$ cat config.mk
export PLATFORM = sky130hd
export DESIGN_NAME = audio_level_meter
export DESIGN_NICKNAME = d
export VERILOG_FILES = /design/src/rtl/alm_pkg.sv /design/src/rtl/audio_level_meter.sv /design/src/rtl/alm_cfg.sv /design/src/rtl/alm_unit.sv /design/src/rtl/alm_scale.sv
export SDC_FILE = /design/constraint.sdc
export NUM_CORES = 2
export LEC_CHECK = 0
export BUFFER_PORTS_ARGS = -buffer_cell sky130_fd_sc_hd__buf_2
export CAP_MARGIN = 40
export CORE_MARGIN = 2
export CORE_UTILIZATION = 55
export DETAILED_ROUTE_END_ITERATION = 16
export GPL_TIMING_DRIVEN = 0
export PLACE_DENSITY = 0.78
export SLEW_MARGIN = 20
export SYNTH_ARGS = -nofsm -noshare
export SYNTH_HDL_FRONTEND = slang
export SYNTH_SLANG_ARGS = --single-unit
export TNS_END_PERCENT = 1
$ cat constraint.sdc
create_clock -name clk -period 26.6 [get_ports clk]
set_input_delay 3.99 -clock clk [delete_from_list [all_inputs] [get_ports clk]]
set_output_delay 3.99 -clock clk [all_outputs]
set_load 0.1 [all_outputs]
$ cat src/rtl/alm_pkg.sv
// package for the audio level meter: types, constants, helpers
package alm_pkg;

	localparam int unsigned MaxChunkSamples = 4096;
	localparam int unsigned CntW = $clog2(MaxChunkSamples + 1);
	localparam int unsigned LvlW = 28;
	localparam int unsigned SumW = 52;
	localparam int unsigned TotW = 40;
	localparam int unsigned FstW = 32;
	localparam int unsigned DefaultUpdateHz = 30;
	localparam int unsigned NominalRate = 48000;
	localparam logic [19:0] TickReset = 20'(NominalRate / DefaultUpdateHz);

	localparam logic [LvlW-1:0] LvlMax = {LvlW{1'b1}};
	localparam logic [SumW-1:0] SumMax = {SumW{1'b1}};
	localparam logic [TotW-1:0] TotMax = {TotW{1'b1}};
	localparam logic [FstW-1:0] FstMax = {FstW{1'b1}};

	// register indexes
	localparam logic [2:0] RegFormat = 3'd0;
	localparam logic [2:0] RegChannels = 3'd1;
	localparam logic [2:0] RegGain = 3'd2;
	localparam logic [2:0] RegClip = 3'd3;
	localparam logic [2:0] RegSilence = 3'd4;
	localparam logic [2:0] RegTick = 3'd5;
	localparam logic [2:0] RegMaxDur = 3'd6;

	// sample formats
	localparam logic [1:0] FmtS16 = 2'd0;
	localparam logic [1:0] FmtS24 = 2'd1;
	localparam logic [1:0] FmtS32 = 2'd2;
	localparam logic [1:0] FmtF32 = 2'd3;

	// opcodes
	localparam logic OpSample = 1'b0;
	localparam logic OpClear = 1'b1;

	typedef enum logic [3:0] {
		ST_IDLE,
		ST_MUL,
		ST_SQ,
		ST_ACC,
		ST_DIV,
		ST_SQRT,
		ST_OUT
	} state_t;

	// shared unit operations
	typedef enum logic [1:0] {
		OP_GAIN,
		OP_SQUARE,
		OP_DIVSTEP,
		OP_SQRTSTEP
	} unit_op_t;

	typedef struct packed {
		logic [1:0] sample_format;
		logic [3:0] channel_count;
		logic [15:0] input_gain;
		logic [LvlW-1:0] clip_threshold;
		logic [LvlW-1:0] silence_threshold;
		logic [19:0] frames_per_level_tick;
		logic [31:0] max_duration_frames;
	} cfg_t;

endpackage

$ cat src/rtl/audio_level_meter.sv
// audio level meter top level: sequencer, state and shared unit
//
//  channel | group                | content
//  in      | s_tvalid/tready      | tdata sample_word, tuser opcode, tlast last_in_chunk
//  out     | m_tvalid/tready      | tdata peak, rms; tuser flags
//  cfg     | cfg_we/index/data    | seven registers, no read-back
//
// a sample passes the gain multiply, square and accumulate steps through one
// shared multiply/subtract unit; a chunk end adds 52 divide steps and 32
// square-root steps on that unit, then waits for a free output register.
// reset clears the sequencer, peak, sum, counters and output valid.
// input ready is low while an item is in work or a result is held.
module audio_level_meter import alm_pkg::*; (
	input logic clk,
	input logic arst_n,
	input logic cfg_we,
	input logic [2:0] cfg_index,
	input logic [31:0] cfg_data,
	input logic s_tvalid,
	output logic s_tready,
	input logic [31:0] s_tdata, // sample_word
	input logic s_tuser, // opcode
	input logic s_tlast, // last_in_chunk
	output logic m_tvalid,
	input logic m_tready,
	output logic [55:0] m_tdata, // peak_level[27:0], rms_level[55:28]
	output logic [3:0] m_tuser // level_tick, clipping, silence, max_duration_reached
);

	cfg_t cfg;
	state_t state_q, state_d;
	unit_op_t op;

	logic [31:0] word_q;
	logic last_q;
	logic [23:0] mag;
	logic [LvlW-1:0] level_q, peak_q;
	logic [SumW-1:0] sum_q;
	logic [CntW-1:0] cnt_q;
	logic [2:0] pos_q;
	logic [TotW-1:0] tot_q;
	logic [FstW-1:0] fst_q;
	logic [63:0] rem_q, root_q, bit_q, quo_q;
	logic [5:0] step_q;
	logic [31:0] mul_a, mul_b;
	logic [63:0] mul_out, rem_in, rem_out, root_out, aux_in;
	logic take;
	logic [LvlW-1:0] opeak_q, orms_q;
	logic [3:0] oflags_q;
	logic [3:0] chans;
	logic [36:0] gl;
	logic [SumW:0] sum_add;

	alm_cfg u_cfg (
		.clk(clk), .arst_n(arst_n), .cfg_we(cfg_we), .cfg_index(cfg_index),
		.cfg_data(cfg_data), .cfg(cfg)
	);

	alm_scale u_scale (.fmt(cfg.sample_format), .w(word_q), .mag(mag));

	alm_unit u_unit (
		.op(op), .mul_a(mul_a), .mul_b(mul_b), .rem_in(rem_in), .aux_in(aux_in),
		.root_in(root_q), .bit_in(bit_q), .mul_out(mul_out), .rem_out(rem_out),
		.root_out(root_out), .take(take)
	);

	// unit operand selection
	always_comb begin
		op = OP_GAIN;
		mul_a = 32'(mag);
		mul_b = 32'(cfg.input_gain);
		rem_in = rem_q;
		aux_in = 64'(cnt_q);
		case (state_q)
			ST_SQ: begin
				op = OP_SQUARE;
				mul_a = 32'(level_q);
				mul_b = 32'(level_q);
			end
			ST_DIV: begin
				op = OP_DIVSTEP;
				rem_in = {rem_q[62:0], sum_q[SumW-1]};
			end
			ST_SQRT: op = OP_SQRTSTEP;
			default: ;
		endcase
	end

	assign gl = mul_out[47:11];
	assign sum_add = {1'b0, sum_q} + {1'b0, rem_q[SumW-1:0]};
	assign chans = (cfg.channel_count == 4'd0) ? 4'd1 :
		(cfg.channel_count > 4'd8) ? 4'd8 : cfg.channel_count;

	// next state
	always_comb begin
		state_d = state_q;
		case (state_q)
			ST_IDLE: if (s_tvalid && s_tready && s_tuser == OpSample) state_d = ST_MUL;
			ST_MUL: state_d = ST_SQ;
			ST_SQ: state_d = ST_ACC;
			ST_ACC: state_d = !last_q ? ST_IDLE : ST_DIV;
			ST_DIV: if (step_q == 6'(SumW - 1)) state_d = ST_SQRT;
			ST_SQRT: if (step_q == 6'd31) state_d = ST_OUT;
			ST_OUT: if (!m_tvalid) state_d = ST_IDLE;
			default: state_d = ST_IDLE;
		endcase
	end

	// outputs
	always_comb begin
		s_tready = (state_q == ST_IDLE) && !m_tvalid;
	end

	logic mv_q;
	assign m_tvalid = mv_q;
	assign m_tdata = {orms_q, opeak_q};
	assign m_tuser = oflags_q;

	// datapath and control registers
	always_ff @(posedge clk or negedge arst_n) begin
		if (!arst_n) begin
			state_q <= ST_IDLE;
			peak_q <= '0;
			sum_q <= '0;
			cnt_q <= '0;
			pos_q <= '0;
			tot_q <= '0;
			fst_q <= '0;
			mv_q <= 1'b0;
			step_q <= '0;
		end else begin
			state_q <= state_d;
			if (mv_q && m_tready) mv_q <= 1'b0;
			case (state_q)
				ST_IDLE: if (s_tvalid && s_tready) begin
					word_q <= s_tdata;
					last_q <= s_tlast;
					if (s_tuser == OpClear) tot_q <= '0;
				end
				ST_MUL: begin
					level_q <= (gl > 37'(LvlMax)) ? LvlMax : gl[LvlW-1:0];
				end
				ST_SQ: begin
					rem_q <= mul_out >> 16;
					if (level_q > peak_q) peak_q <= level_q;
				end
				ST_ACC: begin
					if (cnt_q < CntW'(MaxChunkSamples)) begin
						cnt_q <= cnt_q + 1'b1;
						sum_q <= sum_add[SumW] ? SumMax : sum_add[SumW-1:0];
					end
					if (4'({1'b0, pos_q}) + 4'd1 >= chans) begin
						pos_q <= '0;
						if (tot_q != TotMax) tot_q <= tot_q + 1'b1;
						if (fst_q != FstMax) fst_q <= fst_q + 1'b1;
					end else begin
						pos_q <= pos_q + 1'b1;
					end
					rem_q <= '0;
					quo_q <= '0;
					step_q <= '0;
				end
				ST_DIV: begin
					quo_q <= {quo_q[62:0], take};
					sum_q <= {sum_q[SumW-2:0], 1'b0};
					if (step_q == 6'(SumW - 1)) begin
						// mean shifted up 16 as the square-root operand
						rem_q <= {quo_q[46:0], take, 16'b0};
						root_q <= '0;
						bit_q <= 64'h4000_0000_0000_0000;
						step_q <= '0;
					end else begin
						rem_q <= rem_out;
						step_q <= step_q + 1'b1;
					end
				end
				ST_SQRT: begin
					rem_q <= rem_out;
					root_q <= root_out;
					bit_q <= bit_q >> 2;
					step_q <= step_q + 1'b1;
				end
				ST_OUT: if (!mv_q) begin
					logic [LvlW-1:0] r;
					logic tk;
					r = (state_q == ST_OUT && cnt_q == '0) ? '0 :
						(root_q > 64'(LvlMax)) ? LvlMax : root_q[LvlW-1:0];
					tk = fst_q >= FstW'(cfg.frames_per_level_tick);
					if (tk) fst_q <= '0;
					opeak_q <= peak_q;
					orms_q <= r;
					oflags_q[0] <= tk;
					oflags_q[1] <= tk && (peak_q >= cfg.clip_threshold);
					oflags_q[2] <= tk && (r < cfg.silence_threshold);
					oflags_q[3] <= (cfg.max_duration_frames != '0) &&
						(tot_q >= TotW'(cfg.max_duration_frames));
					mv_q <= 1'b1;
					peak_q <= '0;
					sum_q <= '0;
					cnt_q <= '0;
					root_q <= '0;
				end
				default: ;
			endcase
		end
	end

endmodule

$ cat src/rtl/alm_cfg.sv
// configuration register file
module alm_cfg import alm_pkg::*; (
	input logic clk,
	input logic arst_n,
	input logic cfg_we,
	input logic [2:0] cfg_index,
	input logic [31:0] cfg_data,
	output cfg_t cfg
);

	cfg_t cfg_q;

	// register writes, masked to width
	always_ff @(posedge clk or negedge arst_n) begin
		if (!arst_n) begin
			cfg_q.sample_format <= FmtS16;
			cfg_q.channel_count <= 4'd2;
			cfg_q.input_gain <= 16'd4096;
			cfg_q.clip_threshold <= 28'd16777216;
			cfg_q.silence_threshold <= '0;
			cfg_q.frames_per_level_tick <= TickReset;
			cfg_q.max_duration_frames <= '0;
		end else if (cfg_we) begin
			case (cfg_index)
				RegFormat: cfg_q.sample_format <= cfg_data[1:0];
				RegChannels: cfg_q.channel_count <= cfg_data[3:0];
				RegGain: cfg_q.input_gain <= cfg_data[15:0];
				RegClip: cfg_q.clip_threshold <= cfg_data[LvlW-1:0];
				RegSilence: cfg_q.silence_threshold <= cfg_data[LvlW-1:0];
				RegTick: cfg_q.frames_per_level_tick <= cfg_data[19:0];
				RegMaxDur: cfg_q.max_duration_frames <= cfg_data;
				default: ;
			endcase
		end
	end

	assign cfg = cfg_q;

endmodule

$ cat src/rtl/alm_unit.sv
// shared arithmetic unit: gain multiply, square, restoring divide step, sqrt step
module alm_unit import alm_pkg::*; (
	input unit_op_t op,
	input logic [31:0] mul_a,
	input logic [31:0] mul_b,
	input logic [63:0] rem_in,
	input logic [63:0] aux_in,
	input logic [63:0] root_in,
	input logic [63:0] bit_in,
	output logic [63:0] mul_out,
	output logic [63:0] rem_out,
	output logic [63:0] root_out,
	output logic take
);

	logic [64:0] trial;

	// one multiply, or one subtract and compare
	always_comb begin
		mul_out = '0;
		rem_out = rem_in;
		root_out = root_in;
		trial = '0;
		take = 1'b0;
		case (op)
			OP_GAIN, OP_SQUARE: begin
				mul_out = 64'(mul_a) * 64'(mul_b);
			end
			OP_DIVSTEP: begin
				// rem_in already shifted with next dividend bit; aux_in divisor
				trial = {1'b0, rem_in} - {1'b0, aux_in};
				take = !trial[64];
				if (take) rem_out = trial[63:0];
			end
			OP_SQRTSTEP: begin
				trial = {1'b0, rem_in} - ({1'b0, root_in} + {1'b0, bit_in});
				take = !trial[64];
				if (take) begin
					rem_out = trial[63:0];
					root_out = (root_in >> 1) + bit_in;
				end else begin
					root_out = root_in >> 1;
				end
			end
			default: ;
		endcase
	end

endmodule

$ cat src/rtl/alm_scale.sv
// raw sample to Q1.23 magnitude
module alm_scale import alm_pkg::*; (
	input logic [1:0] fmt,
	input logic [31:0] w,
	output logic [23:0] mag
);

	logic [32:0] neg;
	logic [7:0] e;
	logic [23:0] cap;
	logic [7:0] sh;
	logic [23:0] shifted;

	// per-format decode, float with one barrel shift
	always_comb begin
		neg = 33'h1_0000_0000 - {1'b0, w};
		e = w[30:23];
		cap = w[31] ? 24'h800000 : 24'h7FFFFF;
		sh = 8'd127 - e;
		shifted = {1'b1, w[22:0]} >> sh[4:0];
		mag = '0;
		case (fmt)
			FmtS16: mag = w[15] ? 24'({17'h10000 - {1'b0, w[15:0]}, 8'h0}) : {w[15:0], 8'h0};
			FmtS24: mag = w[23] ? 24'(25'h1000000 - {1'b0, w[23:0]}) : w[23:0];
			FmtS32: mag = w[31] ? 24'((neg + 33'd255) >> 8) : w[31:8];
			FmtF32: begin
				if (e == 8'hFF) mag = (w[22:0] != '0) ? 24'd0 : cap;
				else if (e == 8'h00) mag = '0;
				else if (e >= 8'd127) mag = cap;
				else if (sh >= 8'd32) mag = '0;
				else if (sh >= 8'd24) mag = '0;
				else mag = (shifted > cap) ? cap : shifted;
			end
			default: mag = '0;
		endcase
	end

endmodule
==> flow_summary.ini <==
[status]
status = finished, final reports clean

[cells_and_area]
area_delta_synth_final_pct = 9.14
final_area_sq_um = 77700
final_nets = 9700
drive_above_1_share_pct = 6.89
diodes = 0

[sta]
finalSetupViolCount = 0
tns_ns = 0
period_share_pct = 55.6
relSlewSlack_pct = 32.9
worstMarginPinSlew_ns = 0.999
slew_viol_final = 0
fin_skew_ns = 0.0387
fin_crit_ns = 14.78
finalHoldViolCount = 0
rsz0062_at_grt = false
fmax_mhz = 67.6

[floorplan]
die_h_um = 364
die_area_sq_um = 132000
coreArea_sq_um = 129000
initial_core_util_pct = 55.2
die_w_um = 364
pin_count = 136
rows = 132

[critical_path]
startpoint_type = register
r2r_cells = 52
crit_top_cell = fa_1
slowest_delay_ns = 0.69
rrSetupSlack_ns = 11.82
worstPathRequired_ns = 27.16
path_buf_inv = 13
cp_top_family = compound AO/OA/AOI/OAI gates
r2r-start = word_q[24]
r2r-end = level_q[18]
crit_fanout = 10
criticalPathCategory = reg2reg
crit_path_end_kind = register
crit_path_top_delay_cell = a21oi_1
cp.arrival_ns = 15.35

[synth]
ys_async_sr_fraction_pct = 48.4
syn_avg_cell_area_sq_um = 8.83
muxShareOfSynthArea_pct = 3.03
synth_top_family_by_area = adder cells
synth_xor_area_share_pct = 4.38
synth.largest_area_cell = fa_1
syn_inst = 8063
syn_nets = 9405
synthAdderAreaFrac_pct = 29.7
synth_flop_cell = edfxtp_1
synth-simple-area-share_pct = 15.2
ys_seq_area_share_pct = 24.7
post_synth_num_cell_types = 103
synth_edf_count = 328
synth_area_leaders = fa_1 (20%), edfxtp_1 (14%), dfrtp_1 (11%)
synth_area_sq_um = 71200
synthTopCellsByCount = inv_1 (1302), nor2_1 (764), nand2_1 (708)
synth_top_area_share_pct = 19.8
synth-compound-area-share_pct = 14.0
yosysWarnings = 0
yosysMostFrequentCell = inv_1
ys_seq_elements = 636

[placement]
io_buffers = 134
gp_congestion = 1.07
placed_area_sq_um = 74900
dp_hpwl_mm = 204

[worst_hold_path]
hold_path_class = reg2reg
hold_depth = 1
min_to = state_q[2]
min_from = last_q

[route]
remaining_drc_errors = 0
drt-initial-drc-count = 7595
num_vias = 62942
drt-total-wl_mm = 254
first_pass_iters = 9
wl_per_cell_um = 25.0
viasPerCell = 6.19
antenna_left = 0

[clocking]
cts_sinks = 636
htreeDepth = 3
cts_setup_buffers = 0
holdBufCountCts = 0
cts_tree = done
cts_resized = 0
clock_path_buffers = 3
clkLatencyLatePin_ns = 0.71
clockRootBuffer = clkbuf_16
clk_pin_slew_worst_paths_ns = 0.06
cts_buffers = 75

[global_routing]
antenna_found_initial = 10
grt_pass1_vias = 61912
grt_pass1_wl_mm = 378
gr-total-overflow = 0
track_usage_pct = 38.1
grt_max_degree = 100

[flow_run]
cap_viol_max_count = 0
[registers in the layout (all words and copies together), names as in the netlist, 32 cells and up]
register / count
quo_q: 47
bit_q: 32
sum_q: 52
root_q: 64
word_q: 32
fst_q: 32
rem_q: 64
tot_q: 40
u_cfg.cfg: 130
[worst max path at each step]
stage / start / endpoint / slack, ns / cells after the start
after detailed placement: word_q[24] / level_q[23] / 12.32 / 52
after global placement: arst_n / rem_q[61] / 8.45 / 2
after global routing: word_q[24] / level_q[23] / 11.24 / 52
final: word_q[24] / level_q[18] / 11.82 / 52
after floorplan: word_q[24] / level_q[15] / 15.17 / 53
after CTS: word_q[24] / level_q[18] / 12.28 / 52
[layer usage]
metal / track usage, % / part of all wire [%] / wire length (um)
met1: 50.3 / 38 / 97800
met2: 56.7 / 43 / 109000
met3: 11.9 / 13 / 33100
met4: 18.5 / 5.7 / 14600
met5: 0.109 / 0.034 / 87
[stage by stage]
| step | utilization [%] | cells | worst slack [ns] | hold WS [ns] |
|---|---|---|---|---|
| 2_1_floorplan | - | 8063 | 15.17 | 0.449 |
| 3_3_place_gp | 57.4 | 9939 | 8.45 | 0.467 |
| 3_5_place_dp | 58.0 | 9996 | 12.32 | 0.468 |
| 4_1_cts | 60.0 | 10136 | 12.28 | 0.481 |
| 5_1_grt | 60.2 | 10163 | 11.24 | 0.522 |
| 6_report | 60.2 | 10163 | 11.82 | 0.485 |
[area by class of cell]
| class | count | area, sq um |
|---|---|---|
| clock buffers | 96 | 2110 |
| multi-input cells | 5730 | 47300 |
| plain buffers | 385 | 1500 |
| well taps | 1742 | 2180 |
| flip-flops and latches | 636 | 17600 |
| clock inverters | 44 | 447 |
| repair buffers | 218 | 1710 |
| inverters | 1312 | 4920 |
| fillers | 11138 | 51300 |
[layout by cell type, fill, tap and decap left out, drive strengths merged, types with 74 or more instances in the layout]
| cell | n |
|---|---|
| nand2b | 104 |
| dfrtp | 302 |
| buf | 264 |
| a21o | 160 |
| nand2 | 709 |
| o21ai | 420 |
| xnor2 | 168 |
| and3 | 79 |
| fa | 704 |
| inv | 1308 |
| nand4 | 99 |
| clkbuf | 435 |
| nor3 | 105 |
| nor2 | 764 |
| ha | 564 |
| xor2 | 188 |
| a21oi | 438 |
| nand3 | 141 |
| and2 | 78 |
| edfxtp | 328 |
| mux2i | 74 |
| mux2 | 118 |
[logic make-up (layout without fill, tap and decap cells)]
group                    after synthesis  in the layout
AND/OR/NAND/NOR                     2336           2336
buffers and inverters               1697           2055
AO/OA/AOI/OAI                       1574           1574
adder cells (fa/ha/maj)             1268           1268
flip-flops                           636            636
XOR/XNOR                             356            356
multiplexers                         196            196
Power is left out: the tool's default activity adds up to more than one toggle a clock period on the data nets, which glitch-free logic cannot reach.
